## src/rtl/assert_macros.svh

```systemverilog
// Assertion helpers for the RTL; included by msb_first_bit_buffer.sv.
`ifndef ASSERT_MACROS_SVH
`define ASSERT_MACROS_SVH

// Same-cycle implication, checked on every rising edge outside reset.
`define ASSERT_IMP(label, clock, reset_n, ante, cons, msg) \
	label: assert property (@(posedge clock) disable iff (!reset_n) (ante) |-> (cons)) \
		else $error(msg);

// Next-cycle implication, checked on every rising edge outside reset.
`define ASSERT_NXT(label, clock, reset_n, ante, cons, msg) \
	label: assert property (@(posedge clock) disable iff (!reset_n) (ante) |=> (cons)) \
		else $error(msg);

`endif

```

## src/rtl/mfbb_pkg.sv

```systemverilog
`default_nettype none

package mfbb_pkg;

	// Default sizing
	localparam int BUF_BYTES_DEF      = 256;
	localparam int MAX_FIELD_BITS_DEF = 32;

	// Field widths
	localparam int REQ_W    = 4;
	localparam int VALUE_W  = 32;
	localparam int COUNT_W  = 6;
	localparam int SKIP_W   = 12;
	localparam int BYTE_W   = 8;
	localparam int RESULT_W = 32;
	localparam int TOTAL_W  = 12;
	localparam int BCOUNT_W = 9;

	// Stream widths
	localparam int IN_TDATA_W  = 72;
	localparam int IN_TUSER_W  = 4;
	localparam int OUT_TDATA_W = 64;

	// Request codes
	typedef enum logic [REQ_W-1:0] {
		REQ_PACK     = 4'd0,
		REQ_UNPACK_U = 4'd1,
		REQ_UNPACK_S = 4'd2,
		REQ_PEEK     = 4'd3,
		REQ_SKIP     = 4'd4,
		REQ_REWIND   = 4'd5,
		REQ_CLEAR    = 4'd6,
		REQ_LOAD     = 4'd7,
		REQ_RDBYTE   = 4'd8
	} req_t;

	// Sequencer states
	typedef enum logic [4:0] {
		ST_CLEAR = 5'b00001,
		ST_IDLE  = 5'b00010,
		ST_FETCH = 5'b00100,
		ST_MOD   = 5'b01000,
		ST_FIN   = 5'b10000
	} state_t;

endpackage

`default_nettype wire

```

## src/rtl/mfbb_ram.sv

```systemverilog
`default_nettype none

module mfbb_ram #(
	parameter int WIDTH = 8,
	parameter int DEPTH = 256
) (
	input  wire logic                     clk,
	input  wire logic                     we,
	input  wire logic [$clog2(DEPTH)-1:0] waddr,
	input  wire logic [WIDTH-1:0]         wdata,
	input  wire logic [$clog2(DEPTH)-1:0] raddr,
	output logic      [WIDTH-1:0]         rdata
);

	logic [WIDTH-1:0] mem_q [DEPTH];

	// Write port
	always_ff @(posedge clk) begin
		if (we) begin
			mem_q[waddr] <= wdata;
		end
	end

	// Registered read port
	always_ff @(posedge clk) begin
		rdata <= mem_q[raddr];
	end

endmodule

`default_nettype wire

```

## src/rtl/msb_first_bit_buffer.sv

```systemverilog
// Channel   Dir  Payload (lowest bit first)
// s_axis    in   tuser: req_type; tdata: field_value, bit_count, skip_bits, load_byte,
//                byte_index
// m_axis    out  tdata: result_value, stored_byte, total_bits, byte_count, overflow
//
// Pack, unpack and peek run one read step and one merge (pack) or extract step of the
// byte store per byte touched; a 32-bit field touches four or five bytes.
// A zero-width field goes from the fetch step straight to finishing. Past capacity, a read
// shifts in zeros a byte per fetch step, a pack drops its bits, and a check precedes finishing.
// Skip, rewind, load and unknown requests go straight to finishing; an in-range read byte fetches first.
// After reset, and after a clear request, a zeroing pass writes one byte a cycle over all
// BUF_BYTES bytes; no word is accepted during it.
// s_axis_tready is high only while idle; a finished result waits in the output register
// while m_axis_tready is low, and the next word may be worked on meanwhile.
`default_nettype none

`include "assert_macros.svh"

module msb_first_bit_buffer
	import mfbb_pkg::*;
#(
	parameter int BUF_BYTES      = BUF_BYTES_DEF,
	parameter int MAX_FIELD_BITS = MAX_FIELD_BITS_DEF
) (
	input  wire logic                   clk,
	input  wire logic                   arst_n,
	input  wire logic                   s_axis_tvalid,
	output logic                        s_axis_tready,
	// field_value[31:0], bit_count[37:32], skip_bits[49:38], load_byte[57:50],
	// byte_index[65:58], zero pad [71:66]
	input  wire logic [IN_TDATA_W-1:0]  s_axis_tdata,
	// req_type[3:0]
	input  wire logic [IN_TUSER_W-1:0]  s_axis_tuser,
	output logic                        m_axis_tvalid,
	input  wire logic                   m_axis_tready,
	// result_value[31:0], stored_byte[39:32], total_bits[51:40], byte_count[60:52],
	// overflow[61], zero pad [63:62]
	output logic [OUT_TDATA_W-1:0]      m_axis_tdata
);

	localparam int CAP_BITS = BUF_BYTES * 8;
	localparam int POS_W    = $clog2(CAP_BITS + 1);
	localparam int ADDR_W   = $clog2(BUF_BYTES);
	localparam int FW       = (MAX_FIELD_BITS > VALUE_W) ? MAX_FIELD_BITS : VALUE_W;
	localparam int SUM_W    = POS_W + SKIP_W;
	localparam int IDX_W    = ADDR_W + BYTE_W;
	localparam int LD_W     = POS_W + BYTE_W + 1;
	localparam int TE_W     = POS_W + TOTAL_W;
	localparam int BE_W     = POS_W + BCOUNT_W + 1;

	// Sequencer and architectural state
	state_t                st_q;
	logic [POS_W-1:0]      pos_q;
	logic [POS_W-1:0]      total_q;
	logic [ADDR_W-1:0]     clr_q;
	logic                  out_valid_q;

	// Request being worked on
	logic [REQ_W-1:0]      req_q;
	logic [FW-1:0]         sh_q;
	logic [COUNT_W-1:0]    rem_q;
	logic [COUNT_W-1:0]    n_q;
	logic [SKIP_W-1:0]     skip_q;
	logic [BYTE_W-1:0]     lb_q;
	logic [BYTE_W-1:0]     idx_q;
	logic [POS_W-1:0]      wp_q;
	logic [RESULT_W-1:0]   acc_q;
	logic [BYTE_W-1:0]     sb_q;
	logic                  ovf_q;
	logic [OUT_TDATA_W-1:0] out_q;

	// Input word fields
	logic [REQ_W-1:0]      in_req;
	logic [VALUE_W-1:0]    in_val;
	logic [COUNT_W-1:0]    in_cnt;
	logic [COUNT_W:0]      in_sat;
	logic [COUNT_W-1:0]    in_n;
	logic [BYTE_W-1:0]     in_idx;
	logic                  in_idx_ok;
	logic                  accept;

	// Byte store port
	logic                  ram_we;
	logic [ADDR_W-1:0]     ram_waddr;
	logic [BYTE_W-1:0]     ram_wdata;
	logic [ADDR_W-1:0]     ram_raddr;
	logic [BYTE_W-1:0]     ram_rdata;

	// Chunk unit
	logic                  is_pack;
	logic                  is_rdbyte;
	logic                  past_cap;
	logic [ADDR_W-1:0]     wp_addr;
	logic [IDX_W-1:0]      idx_ext;
	logic [ADDR_W-1:0]     idx_addr;
	logic                  idx_ok;
	logic [2:0]            off;
	logic [3:0]            avail;
	logic [3:0]            k;
	logic [3:0]            k8;
	logic [BYTE_W-1:0]     lo_mask;
	logic [BYTE_W-1:0]     chunk_mask;
	logic [BYTE_W-1:0]     pack_byte;
	logic [BYTE_W-1:0]     rd_bits;
	logic [POS_W:0]        tsum;
	logic [POS_W-1:0]      total_add;

	// Finishing step
	logic                  slot_free;
	logic                  fin_fire;
	logic [SUM_W-1:0]      ssum;
	logic                  skip_ovf;
	logic [LD_W-1:0]       ld_total;
	logic [POS_W-1:0]      pos_nx;
	logic [POS_W-1:0]      total_nx;
	logic                  ovf_nx;
	logic [RESULT_W-1:0]   res_nx;
	logic [BYTE_W-1:0]     sb_nx;
	logic [4:0]            sign_idx;
	logic                  sign_ext;
	logic [TE_W-1:0]       tot_ext;
	logic [POS_W:0]        bc_raw;
	logic [BE_W-1:0]       bc_ext;

	mfbb_ram #(
		.WIDTH (BYTE_W),
		.DEPTH (BUF_BYTES)
	) u_store (
		.clk   (clk),
		.we    (ram_we),
		.waddr (ram_waddr),
		.wdata (ram_wdata),
		.raddr (ram_raddr),
		.rdata (ram_rdata)
	);

	// Unpack the input word
	assign in_req    = s_axis_tuser[REQ_W-1:0];
	assign in_val    = s_axis_tdata[31:0];
	assign in_cnt    = s_axis_tdata[37:32];
	assign in_idx    = s_axis_tdata[65:58];
	assign in_sat    = ({1'b0, in_cnt} > (COUNT_W+1)'(MAX_FIELD_BITS)) ?
		(COUNT_W+1)'(MAX_FIELD_BITS) : {1'b0, in_cnt};
	assign in_n      = in_sat[COUNT_W-1:0];
	assign in_idx_ok = ({24'd0, in_idx} < 32'(BUF_BYTES));

	assign s_axis_tready = (st_q == ST_IDLE);
	assign accept        = s_axis_tvalid && s_axis_tready;

	// Decode the held request
	assign is_pack   = (req_q == REQ_PACK);
	assign is_rdbyte = (req_q == REQ_RDBYTE);
	assign past_cap  = (wp_q >= POS_W'(CAP_BITS));
	assign wp_addr   = wp_q[ADDR_W+2:3];
	assign idx_ext   = IDX_W'(idx_q);
	assign idx_addr  = idx_ext[ADDR_W-1:0];
	assign idx_ok    = ({24'd0, idx_q} < 32'(BUF_BYTES));

	// Slice of the current byte that this step covers
	assign off        = wp_q[2:0];
	assign avail      = 4'd8 - {1'b0, off};
	assign k          = (rem_q < {2'b00, avail}) ? rem_q[3:0] : avail;
	assign k8         = (rem_q < COUNT_W'(8)) ? rem_q[3:0] : 4'd8;
	assign lo_mask    = 8'hFF >> off;
	assign chunk_mask = lo_mask & ~(8'hFF >> ({1'b0, off} + k));
	assign pack_byte  = ram_rdata | ((sh_q[FW-1 -: BYTE_W] >> off) & chunk_mask);
	assign rd_bits    = (ram_rdata & lo_mask) >> (avail - k);
	assign tsum       = (POS_W+1)'(total_q) + (POS_W+1)'(k);
	assign total_add  = (tsum > (POS_W+1)'(CAP_BITS)) ? POS_W'(CAP_BITS) : tsum[POS_W-1:0];

	// Byte store port selection
	always_comb begin
		ram_we    = 1'b0;
		ram_waddr = wp_addr;
		ram_wdata = pack_byte;
		ram_raddr = is_rdbyte ? idx_addr : wp_addr;
		unique case (st_q)
			ST_CLEAR: begin
				ram_we    = 1'b1;
				ram_waddr = clr_q;
				ram_wdata = '0;
			end
			ST_MOD: begin
				ram_we = is_pack;
			end
			ST_FIN: begin
				ram_we    = fin_fire && (req_q == REQ_LOAD) && idx_ok;
				ram_waddr = idx_addr;
				ram_wdata = lb_q;
			end
			default: begin
				ram_we = 1'b0;
			end
		endcase
	end

	// Finish: work out cursor, count and result of the request
	assign slot_free = !out_valid_q || m_axis_tready;
	assign fin_fire  = (st_q == ST_FIN) && slot_free;
	assign ssum      = SUM_W'(pos_q) + SUM_W'(skip_q);
	assign skip_ovf  = (ssum > SUM_W'(CAP_BITS));
	assign ld_total  = (LD_W'(idx_q) + LD_W'(1)) << 3;
	assign sign_idx  = n_q[4:0] - 5'd1;
	assign sign_ext  = (req_q == REQ_UNPACK_S) && (n_q != '0) && (n_q < COUNT_W'(32)) &&
		acc_q[sign_idx];

	always_comb begin
		pos_nx   = pos_q;
		total_nx = total_q;
		ovf_nx   = ovf_q;
		res_nx   = '0;
		sb_nx    = '0;
		unique case (req_q)
			REQ_PACK: begin
				pos_nx = wp_q;
			end
			REQ_UNPACK_U: begin
				pos_nx = wp_q;
				res_nx = acc_q;
			end
			REQ_UNPACK_S: begin
				pos_nx = wp_q;
				res_nx = sign_ext ? (acc_q | (32'hFFFF_FFFF << n_q[4:0])) : acc_q;
			end
			REQ_PEEK: begin
				res_nx = acc_q;
			end
			REQ_SKIP: begin
				pos_nx = skip_ovf ? POS_W'(CAP_BITS) : ssum[POS_W-1:0];
				ovf_nx = skip_ovf;
			end
			REQ_REWIND: begin
				pos_nx = '0;
			end
			REQ_CLEAR: begin
				pos_nx   = '0;
				total_nx = '0;
			end
			REQ_LOAD: begin
				if (idx_ok) begin
					pos_nx   = '0;
					total_nx = ld_total[POS_W-1:0];
				end else begin
					ovf_nx = 1'b1;
				end
			end
			REQ_RDBYTE: begin
				sb_nx  = sb_q;
				ovf_nx = !idx_ok;
			end
			default: begin
				ovf_nx = 1'b0;
			end
		endcase
	end

	assign tot_ext = TE_W'(total_nx);
	assign bc_raw  = ((POS_W+1)'(total_nx) + (POS_W+1)'(7)) >> 3;
	assign bc_ext  = BE_W'(bc_raw);

	// Sequencer, cursor, bit count and output valid
	always_ff @(posedge clk or negedge arst_n) begin
		if (!arst_n) begin
			st_q        <= ST_CLEAR;
			pos_q       <= '0;
			total_q     <= '0;
			clr_q       <= '0;
			out_valid_q <= 1'b0;
		end else begin
			if (fin_fire) begin
				out_valid_q <= 1'b1;
			end else if (m_axis_tready) begin
				out_valid_q <= 1'b0;
			end
			unique case (st_q)
				ST_CLEAR: begin
					clr_q <= clr_q + ADDR_W'(1);
					if (clr_q == ADDR_W'(BUF_BYTES - 1)) begin
						st_q <= ST_IDLE;
					end
				end
				ST_IDLE: begin
					if (accept) begin
						if (in_req == REQ_PACK || in_req == REQ_UNPACK_U ||
							in_req == REQ_UNPACK_S || in_req == REQ_PEEK ||
							(in_req == REQ_RDBYTE && in_idx_ok)) begin
							st_q <= ST_FETCH;
						end else begin
							st_q <= ST_FIN;
						end
					end
				end
				ST_FETCH: begin
					if (is_rdbyte) begin
						st_q <= ST_MOD;
					end else if (rem_q == '0) begin
						st_q <= ST_FIN;
					end else if (!past_cap) begin
						st_q <= ST_MOD;
					end
				end
				ST_MOD: begin
					if (is_rdbyte || rem_q == COUNT_W'(k)) begin
						st_q <= ST_FIN;
					end else begin
						st_q <= ST_FETCH;
					end
					if (is_pack) begin
						total_q <= total_add;
					end
				end
				ST_FIN: begin
					if (slot_free) begin
						pos_q   <= pos_nx;
						total_q <= total_nx;
						if (req_q == REQ_CLEAR) begin
							clr_q <= '0;
							st_q  <= ST_CLEAR;
						end else begin
							st_q <= ST_IDLE;
						end
					end
				end
				default: begin
					st_q <= ST_IDLE;
				end
			endcase
		end
	end

	// Request registers and the shared chunk unit
	always_ff @(posedge clk) begin
		if (accept) begin
			req_q  <= in_req;
			sh_q   <= FW'(in_val) << (7'(FW) - {1'b0, in_n});
			rem_q  <= in_n;
			n_q    <= in_n;
			skip_q <= s_axis_tdata[49:38];
			lb_q   <= s_axis_tdata[57:50];
			idx_q  <= in_idx;
			wp_q   <= pos_q;
			acc_q  <= '0;
			sb_q   <= '0;
			ovf_q  <= 1'b0;
		end
		// Past capacity: drop packed bits, shift in zeros for reads
		if (st_q == ST_FETCH && !is_rdbyte && rem_q != '0 && past_cap) begin
			ovf_q <= 1'b1;
			if (is_pack) begin
				rem_q <= '0;
			end else begin
				rem_q <= rem_q - COUNT_W'(k8);
				acc_q <= acc_q << k8;
			end
		end
		// Merge or extract one slice of the fetched byte
		if (st_q == ST_MOD) begin
			if (is_rdbyte) begin
				sb_q <= ram_rdata;
			end else begin
				rem_q <= rem_q - COUNT_W'(k);
				wp_q  <= wp_q + POS_W'(k);
				sh_q  <= sh_q << k;
				acc_q <= (acc_q << k) | RESULT_W'(rd_bits);
			end
		end
		// Hold the finished word until taken
		if (fin_fire) begin
			out_q <= {2'b00, ovf_nx, bc_ext[BCOUNT_W-1:0], tot_ext[TOTAL_W-1:0], sb_nx,
				res_nx};
		end
	end

	assign m_axis_tvalid = out_valid_q;
	assign m_axis_tdata  = out_q;

	`ASSERT_NXT(a_accept_leaves_idle, clk, arst_n, accept, st_q != ST_IDLE,
		"accepted word did not start work")
	`ASSERT_NXT(a_fin_gives_word, clk, arst_n, fin_fire, m_axis_tvalid,
		"finished request gave no output word")
	`ASSERT_NXT(a_chunk_progress, clk, arst_n, (st_q == ST_MOD) && !is_rdbyte,
		rem_q < $past(rem_q), "chunk step made no progress")
	`ASSERT_NXT(a_clear_sweeps, clk, arst_n, fin_fire && (req_q == REQ_CLEAR),
		(st_q == ST_CLEAR) && (total_q == '0) && (pos_q == '0),
		"clear did not reset state and start the sweep")
	`ASSERT_IMP(a_within_cap, clk, arst_n, st_q == ST_IDLE,
		(pos_q <= POS_W'(CAP_BITS)) && (total_q <= POS_W'(CAP_BITS)),
		"cursor or bit count beyond capacity")

endmodule

`default_nettype wire
```

## config.mk

```make
export PLATFORM = sky130hd
export DESIGN_NAME = msb_first_bit_buffer
export DESIGN_NICKNAME = d
export VERILOG_FILES = /design/src/rtl/mfbb_pkg.sv /design/src/rtl/mfbb_ram.sv /design/src/rtl/msb_first_bit_buffer.sv
export VERILOG_INCLUDE_DIRS = /design/src /design/src/rtl
export SDC_FILE = /design/constraint.sdc
export NUM_CORES = 2
export LEC_CHECK = 0
export BUFFER_PORTS_ARGS = -buffer_cell sky130_fd_sc_hd__buf_2
export CAP_MARGIN = 30
export CORE_MARGIN = 2
export CORE_UTILIZATION = 55
export DETAILED_ROUTE_END_ITERATION = 7
export GPL_ROUTABILITY_DRIVEN = 1
export PLACE_DENSITY_LB_ADDON = 0.3
export SLEW_MARGIN = 25
export SYNTH_ARGS = -nofsm -noshare
export SYNTH_HDL_FRONTEND = slang
export SYNTH_SLANG_ARGS = --single-unit
```

## constraint.sdc

```tcl
create_clock -name clk -period 18.5 [get_ports clk]
set_clock_uncertainty 0.1 [all_clocks]
set_input_delay 1.85 -clock clk [delete_from_list [all_inputs] [get_ports clk]]
set_output_delay 1.85 -clock clk [all_outputs]
set_load 0.005 [all_outputs]
```

==> flow_summary.json <==
{
  "status": "completed",
  "top_signal_layer_used": "met5",
  "pin_count_of_the_biggest_net_entering_global_routing": 251,
  "post_synth_most_frequent_cells": "sky130_fd_sc_hd__edfxtp_1, sky130_fd_sc_hd__nand2_1, sky130_fd_sc_hd__nand3_1",
  "avgSynthCellArea_um2": 12.59,
  "final_max_slew_viol_count": 0,
  "timing.fmax_ghz": 0.1287,
  "relative_max_transition_margin": 0.2309,
  "min-delay-path-class": "register to register",
  "grt_pass1_wl_um": 410500,
  "postCtsResizedCells": 0,
  "grt_use_total": 0.3015,
  "cts_root_buf": "sky130_fd_sc_hd__clkbuf_16",
  "initialDrtViolationCount": 10110,
  "comb_power_share": 0.391,
  "met3RoutedLength_um": 32970,
  "report.power.total_w": 0.02028,
  "cts_tree": "done",
  "period_needed_ps": 7769,
  "grt_remaining_overflow": 0,
  "synth_cell_type_count": 89,
  "routabilityCongestion": 0.8957,
  "timing.critical_path.slowest_stage_cell": "sky130_fd_sc_hd__buf_4",
  "routedWlPerCell_um": 27.00,
  "routed_via_density": 6.535,
  "start_util": 0.5528,
  "worst_setup_path_end_kind": "register",
  "cts_htree_levels": 4,
  "drt_pass_1_iters": 6,
  "synth_top_area_frac": 0.6566,
  "ys_top_cells_by_area": "sky130_fd_sc_hd__edfxtp_1, sky130_fd_sc_hd__nand2_1, sky130_fd_sc_hd__nand3_1, sky130_fd_sc_hd__mux4_2, sky130_fd_sc_hd__mux2i_1",
  "crit_path_max_incr_delay_ps": 820,
  "mappedNetlistArea_um2": 98420,
  "clk_latency_ps": 870,
  "internal-power_w": 0.01213,
  "core-area_um2": 178000,
  "port_buffers": 137,
  "worstPathBufferInverterCount": 6,
  "netSwitchingPower_w": 0.008150,
  "final_layout_size_suffix_gt1_frac": 0.1012,
  "syn2layout_area_growth_pct": 10.34,
  "placement_cell_area_um2": 101200,
  "io_pins": 146,
  "post-synth-top-count-cell": "sky130_fd_sc_hd__edfxtp_1",
  "number_of_global_route_vias_before_repair": 63640,
  "hpwl_um": 165200,
  "via_count_of_the_routed_design": 67440,
  "synth_async_sr_flop_share": 0.01663,
  "drv_cap": 0,
  "floorplan.rows": 155,
  "multi_input_comb_area_um2": 28670,
  "path_cells": "clkinv_1, ha_1, ha_1, inv_1, a221oi_2, o21ai_2, mux2i_4, buf_4, inv_4, ha_1, inv_1, fa_1, xnor2_1, nor2_1, a2111oi_0, o21ai_0, nand2_4, buf_4",
  "antenna_violations_before_repair": 8,
  "cts-root-to-sink-buffers": 3,
  "post-route-drc-count": 0,
  "drt-met1-wl_um": 106400,
  "final.setup.tns_ps": 0,
  "cts_inserted_buffers": 222,
  "setup_viol": 0,
  "timing.critical_path.mode_cell": "sky130_fd_sc_hd__ha_1",
  "synth_top_cell_by_area": "sky130_fd_sc_hd__edfxtp_1",
  "startpoint_type_of_the_worst_setup_path": "register",
  "hold_violations": 0,
  "count_of_flip_flops_with_a_built_in_enable_after_synthesis": 2152,
  "power.share.switching": 0.4020,
  "worst_ep_required_time_ps": 18900,
  "ant_nets": 0,
  "cpLargestDelayFamily": "buffers and inverters",
  "synth_seq_cells": 2285,
  "chipWidth_um": 427.0,
  "cts.sinks": 2285,
  "floorplan.die_area_um2": 182300,
  "ys.warnings.count": 0,
  "clk_pin_slew_ps": 60,
  "rsz0062_at_grt": "false",
  "worst_ir_drop_vdd_v": 0.0003208,
  "floorplan.die.height_um": 427.0,
  "routed_wl_um": 278700,
  "worst_slew_pin_slew_ps": 1154,
  "post_synth_inst_count": 7815,
  "finalInstanceArea_um2": 108600,
  "power_density_nw_per_um2": 186.7,
  "worst_ep_arrival_time_ps": 8170,
  "post-cts-setup-buffers": 0,
  "worstSetupPathType": "register to register",
  "post-route-period-util": 0.4200,
  "n_fill_cell": 13360,
  "final-seq-area_um2": 67480,
  "critPathMaxFanout": 84,
  "wl_met2_um": 127900,
  "hold_buffers": 0,
  "power_frac_clock": 0.219,
  "seqPwrFrac": 0.390,
  "proportion_of_synthesized_chip_area_in_sequential_cells": 0.6856,
  "synthFlopType": "sky130_fd_sc_hd__edfxtp_1",
  "final_nets": 7903,
  "power_leakage_nw": 36.94
}
logic make-up (layout without fill, tap and decap cells):
| logic type | after synthesis | after routing | share of synthesized area |
|---|---|---|---|
| compound gates | 948 | 948 | 0.06653 |
| xor+xnor | 43 | 43 | 0.003827 |
| fa+ha+maj | 47 | 47 | 0.006331 |
| buf+inv | 610 | 750 | 0.02661 |
| flops | 2285 | 2285 | 0.6856 |
| mux | 419 | 419 | 0.05932 |
| other cells | 2 | 12 | 0.00007631 |
| simple gates | 3461 | 3461 | 0.1517 |
cell type report:
| class | instances | share of cell area |
|---|---|---|
| multi-input combinational | 4922 | 0.2640 |
| antenna | 8 | 0.0001844 |
| tap | 2355 | 0.02713 |
| clock inverter | 110 | 0.01097 |
| sequential | 2285 | 0.6214 |
| clock buffer | 294 | 0.05438 |
| inverter | 53 | 0.001855 |
| timing repair buffer | 293 | 0.02006 |
power by group through the flow:
stage | Sequential [W] | Combinational (W) | Clock [W]
floorplan | 0.00860 | 0.00488 | 0
global placement | 0.00801 | 0.00741 | 0
detailed placement | 0.00802 | 0.00766 | 0
CTS | 0.00791 | 0.00769 | 0.00446
global route | 0.00793 | 0.00842 | 0.00466
finish | 0.00791 | 0.00792 | 0.00444
layer usage:
metal	vias to the layer above	global-route usage
li1	29080	-
met1	33410	0.4209
met2	4306	0.4654
met3	638	0.06361
met4	4	0.1212
met5	-	0
cell usage in the layout, fill, tap and decap left out, types with 139 or more instances in the layout:
cell type                      n
sky130_fd_sc_hd__edfxtp_1   2152
sky130_fd_sc_hd__nand2_1    1898
sky130_fd_sc_hd__nand3_1     741
sky130_fd_sc_hd__nor2_1      402
sky130_fd_sc_hd__mux2i_1     267
sky130_fd_sc_hd__clkbuf_16   222
sky130_fd_sc_hd__a31oi_1     182
sky130_fd_sc_hd__a21oi_1     170
sky130_fd_sc_hd__o21ai_0     142
sky130_fd_sc_hd__buf_2       139
per-stage QoR:
stage	std cells	hold WS [ps]	utilization	worst slack, ps
3_3_place_gp	9881	346.8	0.5677	10950
5_1_grt	10310	387.2	0.6098	10260
6_report	10320	366.2	0.6100	10730
2_1_floorplan	7817	326.4	-	1693
4_1_cts	10290	369.6	0.6084	10810
3_5_place_dp	9890	357.0	0.5685	10780
path summary, 6_finish.rpt:
check	start	endpoint	slack, ps	cells past startpoint
max	wp_q[1]$_DFF_P_	u_store.mem_q[26][6]$_DFFE_PP_	10730	18
min	sb_q[5]$_DFF_P_	sb_q[5]$_DFF_P_	370	1
max reg2reg	wp_q[1]$_DFF_P_	u_store.mem_q[26][6]$_DFFE_PP_	10730	18
min reg2reg	sb_q[5]$_DFF_P_	sb_q[5]$_DFF_P_	370	1
max in group asynchronous	arst_n	st_q[0]$_DFFE_PN1P_	17020	2
min in group asynchronous	arst_n	total_q[6]$_DFFE_PN0P_	750	1
flip-flops by register name, summed over array words and instances (netlist names):
signal         count
sb_q               8
st_q               5
m_axis_tvalid      1
lb_q               8
rem_q              6
acc_q             32
req_q              4
pos_q             12
wp_q              12
n_q                6
sh_q              32
idx_addr           8
ovf_q              1
u_store.mem_q   2048
total_q           12
clr_q              8
u_store.rdata      8
m_axis_tdata      62
skip_q            12
(Power assumes the default switching activity.)
